**config.mk**
```make
export PLATFORM = sky130hd
export DESIGN_NAME = v2f_queue
export DESIGN_NICKNAME = d
export VERILOG_FILES = /design/src/hw/rtl/vector2d_fixed_alu_macros.svh /design/src/hw/rtl/v2f_pkg.sv /design/src/hw/rtl/v2f_queue.sv
export SDC_FILE = /design/constraint.sdc
export NUM_CORES = 1
export LEC_CHECK = 0
export ABC_AREA = 1
export BUFFER_PORTS_ARGS = -buffer_cell sky130_fd_sc_hd__buf_2
export CAP_MARGIN = 20
export CORE_MARGIN = 10
export CORE_UTILIZATION = 25
export CTS_BUF_LIST = sky130_fd_sc_hd__clkbuf_4 sky130_fd_sc_hd__clkbuf_8
export CTS_CLUSTER_SIZE = 14
export DETAILED_ROUTE_END_ITERATION = 10
export SYNTH_ARGS = -nofsm -noshare
export SYNTH_HDL_FRONTEND = slang
export SYNTH_SLANG_ARGS = --single-unit
```
**constraint.sdc**
```tcl
create_clock -name clk -period 10.2 [get_ports clk]
set_input_delay 0.51 -clock clk [delete_from_list [all_inputs] [get_ports clk]]
set_output_delay 0.51 -clock clk [all_outputs]
set_load 0.02 [all_outputs]
```
**src/hw/rtl/vector2d_fixed_alu_macros.svh**
```systemverilog
// Assertion macros used by the vector ALU execution pipeline.
`ifndef VECTOR2D_FIXED_ALU_MACROS_SVH
`define VECTOR2D_FIXED_ALU_MACROS_SVH

// Same-cycle implication, checked on every rising clock edge outside reset.
`define V2F_IMPLY(lbl, ante, cons, msg) \
	lbl: assert property (@(posedge clk) disable iff (!arst_n) (ante) |-> (cons)) \
		else $error(msg);

// Next-cycle implication, checked on every rising clock edge outside reset.
`define V2F_NEXT(lbl, ante, cons, msg) \
	lbl: assert property (@(posedge clk) disable iff (!arst_n) (ante) |=> (cons)) \
		else $error(msg);

`endif

```
**src/hw/rtl/v2f_pkg.sv**
```systemverilog
// Types and constants of the two-dimensional fixed-point vector ALU.
package v2f_pkg;

	localparam int FRAC_BITS = 16;
	localparam int WORD_BITS = 32;

	localparam logic [2:0] FUNC_ADD   = 3'd0;
	localparam logic [2:0] FUNC_SUB   = 3'd1;
	localparam logic [2:0] FUNC_SCALE = 3'd2;
	localparam logic [2:0] FUNC_LEN   = 3'd3;
	localparam logic [2:0] FUNC_NORM  = 3'd4;

	localparam int Q_DEPTH = 2;
	localparam int Q_PTR_W = 1;
	localparam int Q_CNT_W = 2;

	localparam int SQ_STEPS  = WORD_BITS;
	localparam int DIV_STEPS = FRAC_BITS + 1;

	typedef enum logic [2:0] {
		CLS_ADD,
		CLS_SUB,
		CLS_SCALE,
		CLS_LEN,
		CLS_NORM,
		CLS_NONE
	} cls_t;

	typedef struct packed {
		logic [2:0]                  func;
		logic signed [WORD_BITS-1:0] first_x;
		logic signed [WORD_BITS-1:0] first_y;
		logic signed [WORD_BITS-1:0] second_x;
		logic signed [WORD_BITS-1:0] second_y;
		logic signed [WORD_BITS-1:0] factor;
	} cmd_t;

	typedef struct packed {
		logic signed [WORD_BITS-1:0] result_x;
		logic signed [WORD_BITS-1:0] result_y;
		logic [WORD_BITS-1:0]        result_length;
		logic                        overflow;
		logic                        zero_vector;
	} res_t;

	typedef struct packed {
		cls_t                        cls;
		logic signed [WORD_BITS-1:0] ax;
		logic signed [WORD_BITS-1:0] ay;
		logic signed [WORD_BITS-1:0] bx;
		logic signed [WORD_BITS-1:0] by;
		logic signed [WORD_BITS-1:0] f;
	} entry_t;

endpackage

```
**src/hw/rtl/v2f_queue.sv**
```systemverilog
// Short queue between the front end and the execution pipeline.
module v2f_queue import v2f_pkg::*; (
	input  logic   clk,
	input  logic   arst_n,
	input  logic   push,
	input  entry_t wr_entry,
	output logic   full,
	output logic   vld,
	output entry_t rd_entry
);

	entry_t               mem_q [Q_DEPTH];
	logic [Q_PTR_W-1:0]   wr_q;
	logic [Q_PTR_W-1:0]   rd_q;
	logic [Q_CNT_W-1:0]   cnt_q;
	logic                 pop;

	// The back end never stalls, so whatever is queued leaves next cycle.
	assign vld      = (cnt_q != '0);
	assign pop      = vld;
	assign full     = (cnt_q == Q_CNT_W'(Q_DEPTH));
	assign rd_entry = mem_q[rd_q];

	always_ff @(posedge clk) begin
		if (push) begin
			mem_q[wr_q] <= wr_entry;
		end
	end

	always_ff @(posedge clk or negedge arst_n) begin
		if (!arst_n) begin
			wr_q  <= '0;
			rd_q  <= '0;
			cnt_q <= '0;
		end else begin
			if (push) begin
				wr_q <= wr_q + 1'b1;
			end
			if (pop) begin
				rd_q <= rd_q + 1'b1;
			end
			if (push && !pop) begin
				cnt_q <= cnt_q + 1'b1;
			end else if (pop && !push) begin
				cnt_q <= cnt_q - 1'b1;
			end
		end
	end

endmodule

```
==> flow_metrics.py <==
metrics = {
    "status": {
        "status": "finished clean",
    },
    "pwr": {
        "power_mw": 4.71,
        "powerDensity_mw_per_mm2": 301,
        "vdd_drop_max_uv": 145,
        "power_leakage_nw": 6.66,
    },
    "hold_path": {
        "hp-class": "primary input to flip-flop",
    },
    "timing": {
        "setup_viol": 0,
        "clock_skew_ps": 13.3,
        "period_share_pct": 34.9,
        "period_minus_slack_ps": 3560,
        "worst_pin_slew_ps": 1060,
        "drv_slew": 0,
        "max_freq_mhz": 281,
        "rsz0062_at_grt": "no",
        "relSlewSlack_pct": 29.0,
        "hold_viol_final": 0,
        "setup_tns_ps": 0,
    },
    "detailed_routing": {
        "wl_per_cell_um": 16.7,
        "dr.pass1.iters": 6,
        "drtIter0Drc": 439,
        "ant_nets": 0,
        "drt-total-wl_mm": 31.9,
        "drc": 0,
        "vias_per_cell": 4.06,
        "via_count": 7780,
    },
    "critical_path": {
        "cp_max_fo": 89,
        "critPathMostFrequentCell": "nand2_1",
        "end_kind": "output pin",
        "cpPeakStageDelay_ps": 760,
        "crit_chain": "inv_6, buf_4, nand2_1, nand2_1, buf_2",
        "cp_slowest_cell": "buf_4",
        "arrival_ps": 3050,
        "required_ps": 9690,
        "worstSetupStartpointType": "flip-flop",
        "path_class": "flip-flop to output pin",
    },
    "finish": {
        "area_growth_pct": 30.0,
        "final_util_pct": 32.8,
        "finalNonFillerCells": 1914,
        "multiInputGateArea_sq_mm": 0.00192,
        "filler_cell_count": 4756,
        "drive_gt1_share_pct": 33.5,
        "seq_area_sq_mm": 0.00989,
        "nNetsFinal": 1420,
    },
    "placed_design": {
        "gp_congestion": 0.772,
        "hpwlAfterDp_mm": 21.1,
        "portBuffers": 330,
        "dp.cells": 1794,
    },
    "floorplanning": {
        "dieArea_sq_mm": 0.0573,
        "die_w_um": 239,
        "rows": 80,
        "die_h_um": 239,
        "start_util_pct": 25.3,
        "ios": 331,
        "coreArea_sq_mm": 0.0476,
    },
    "clock_tree": {
        "htree_levels": 2,
        "clk_pin_slew_ps": 70,
        "cts_sinks": 330,
        "postCtsSetupRepairBufs": 0,
        "cts_resized": 0,
        "root_buffer": "clkbuf_8",
        "cts_buffers": 57,
        "clk_latency_ps": 620,
        "cts_tree": "yes",
        "clk_path_buf_depth": 3,
    },
    "synth": {
        "ys_warn_count": 0,
        "netlist_instances": 877,
        "syn_area_per_cell_sq_um": 13.7,
        "synth_area_leader_cell": "edfxtp_1",
        "ys_seq_area_share_pct": 82.1,
        "yosys_register_bits": 330,
        "synth.area.top_cells": "edfxtp_1 (81%), nand2_1 (15%), buf_2 (1.1%)",
        "syn-cell-area_sq_mm": 0.0120,
        "syn-num-nets": 1044,
        "yosysTopAreaCellShare_pct": 81.3,
        "yosysUniqueCellTypes": 13,
    },
    "global_routing": {
        "overflow": 0,
        "antenna_found_initial": 7,
        "track_usage_pct": 10.7,
        "grt_start_max_net_pins": 90,
        "grt_pass1_vias": 7865,
        "grt_pass1_wl_mm": 46.7,
    },
    "flow_run": {
        "max_cap_viol_count": 0,
    },
}
-- critical path: cells and delay by family, from the launching register on --
kind	cells	cell delay (ps)
buf+inv	3	1430
simple gates	2	240
flops	1	640
-- registers in the layout (all words and copies together), names as in the netlist --
register	count
mem_q	326
cnt_q	2
rd_q	1
wr_q	1
-- final cells by class --
cell class	count	area share (%)
antenna	1	0.0160
tap	615	4.92
inverter	8	0.256
clock buffer	80	6.20
timing repair buffer	353	11.9
sequential	330	63.2
multi-input combinational	503	12.3
clock inverter	24	1.21
-- synthesized netlist by cell type, drive strengths merged --
master and number:
xnor2 1, nand4 1, buf 36, xor2 2
nand2 494, ha 1, inv 8, nor2 3
dfrtp 4, edfxtp 326, nand3 1
-- through the flow --
step                area [sq um]  hold slack [ps]  setup slack [ps]
floorplan                  12000              214              2140
global placement           14300              341              7160
detailed placement         14300              341              7100
CTS                        15600           0.0256              6380
global route               15600             6.96              6310
finish                     15600             77.9              6640
-- kinds of logic (layout without fill, tap and decap cells) --
group,Yosys count,count (layout),share of synthesized area [%]
buffers and inverters,44,465,1.96
adder cells (fa/ha/maj),1,1,0.104
XOR/XNOR,3,3,0.218
flip-flops,330,330,82.1
AND/OR/NAND/NOR,499,499,15.6
other,0,1,0
-- timing repair --
item                                    CTS  global route
endpoints found under the setup margin    0             0
endpoints found under the hold margin    32             0
hold buffers                             15             0
-- layer usage --
layer / global-route usage [%] / vias up / share of wire [%] / wire [um]
met5: 0 / - / 0.18 / 57
met4: 3.38 / 8 / 1.9 / 607
met3: 5.69 / 54 / 12 / 3790
met2: 17.2 / 286 / 47 / 15000
met1: 12.0 / 3699 / 39 / 12500
li1: - / 3733 / - / -
-- layout by cell type (no fill, tap or decap) --
| cell type | instances |
|---|---|
| dfrtp_1 | 3 |
| edfxtp_1 | 326 |
| nand4_1 | 1 |
| ha_1 | 1 |
| clkbuf_4 | 21 |
| bufinv_16 | 3 |
| dlygate4sd3_1 | 15 |
| nand3_1 | 1 |
| nor2_1 | 2 |
| buf_4 | 8 |
| buf_2 | 330 |
| diode_2 | 1 |
| inv_6 | 2 |
| nor2_4 | 1 |
| dfrtp_4 | 1 |
| clkinv_2 | 7 |
| nand2_1 | 494 |
| xnor2_1 | 1 |
| clkinvlp_4 | 3 |
| clkinv_1 | 11 |
| inv_1 | 6 |
| clkbuf_8 | 59 |
| xor2_1 | 2 |
-- final timing paths --
kind	startpoint	end	slack, ps	depth (start not counted)
max in group asynchronous	arst_n	rd_q$_DFFE_PN0P_	9760	2
max reg2reg	wr_q$_DFFE_PN0P_	mem_q[0][50]$_DFFE_PP_	7700	3
min	wr_entry[55]	mem_q[0][55]$_DFFE_PP_	80	1
min reg2reg	cnt_q[1]$_DFFE_PN0P_	cnt_q[1]$_DFFE_PN0P_	500	2
min in group asynchronous	arst_n	rd_q$_DFFE_PN0P_	280	2
max	rd_q$_DFFE_PN0P_	rd_entry[147]	6640	5
-- report_power, final --
| part | internal (mW) | switching [mW] |
|---|---|---|
| clock | 0.687 | 0.523 |
| sequential | 1.80 | 0.0806 |
| combinational | 0.423 | 1.19 |
| total | 2.91 | 1.80 |
(Power assumes the default switching activity.)
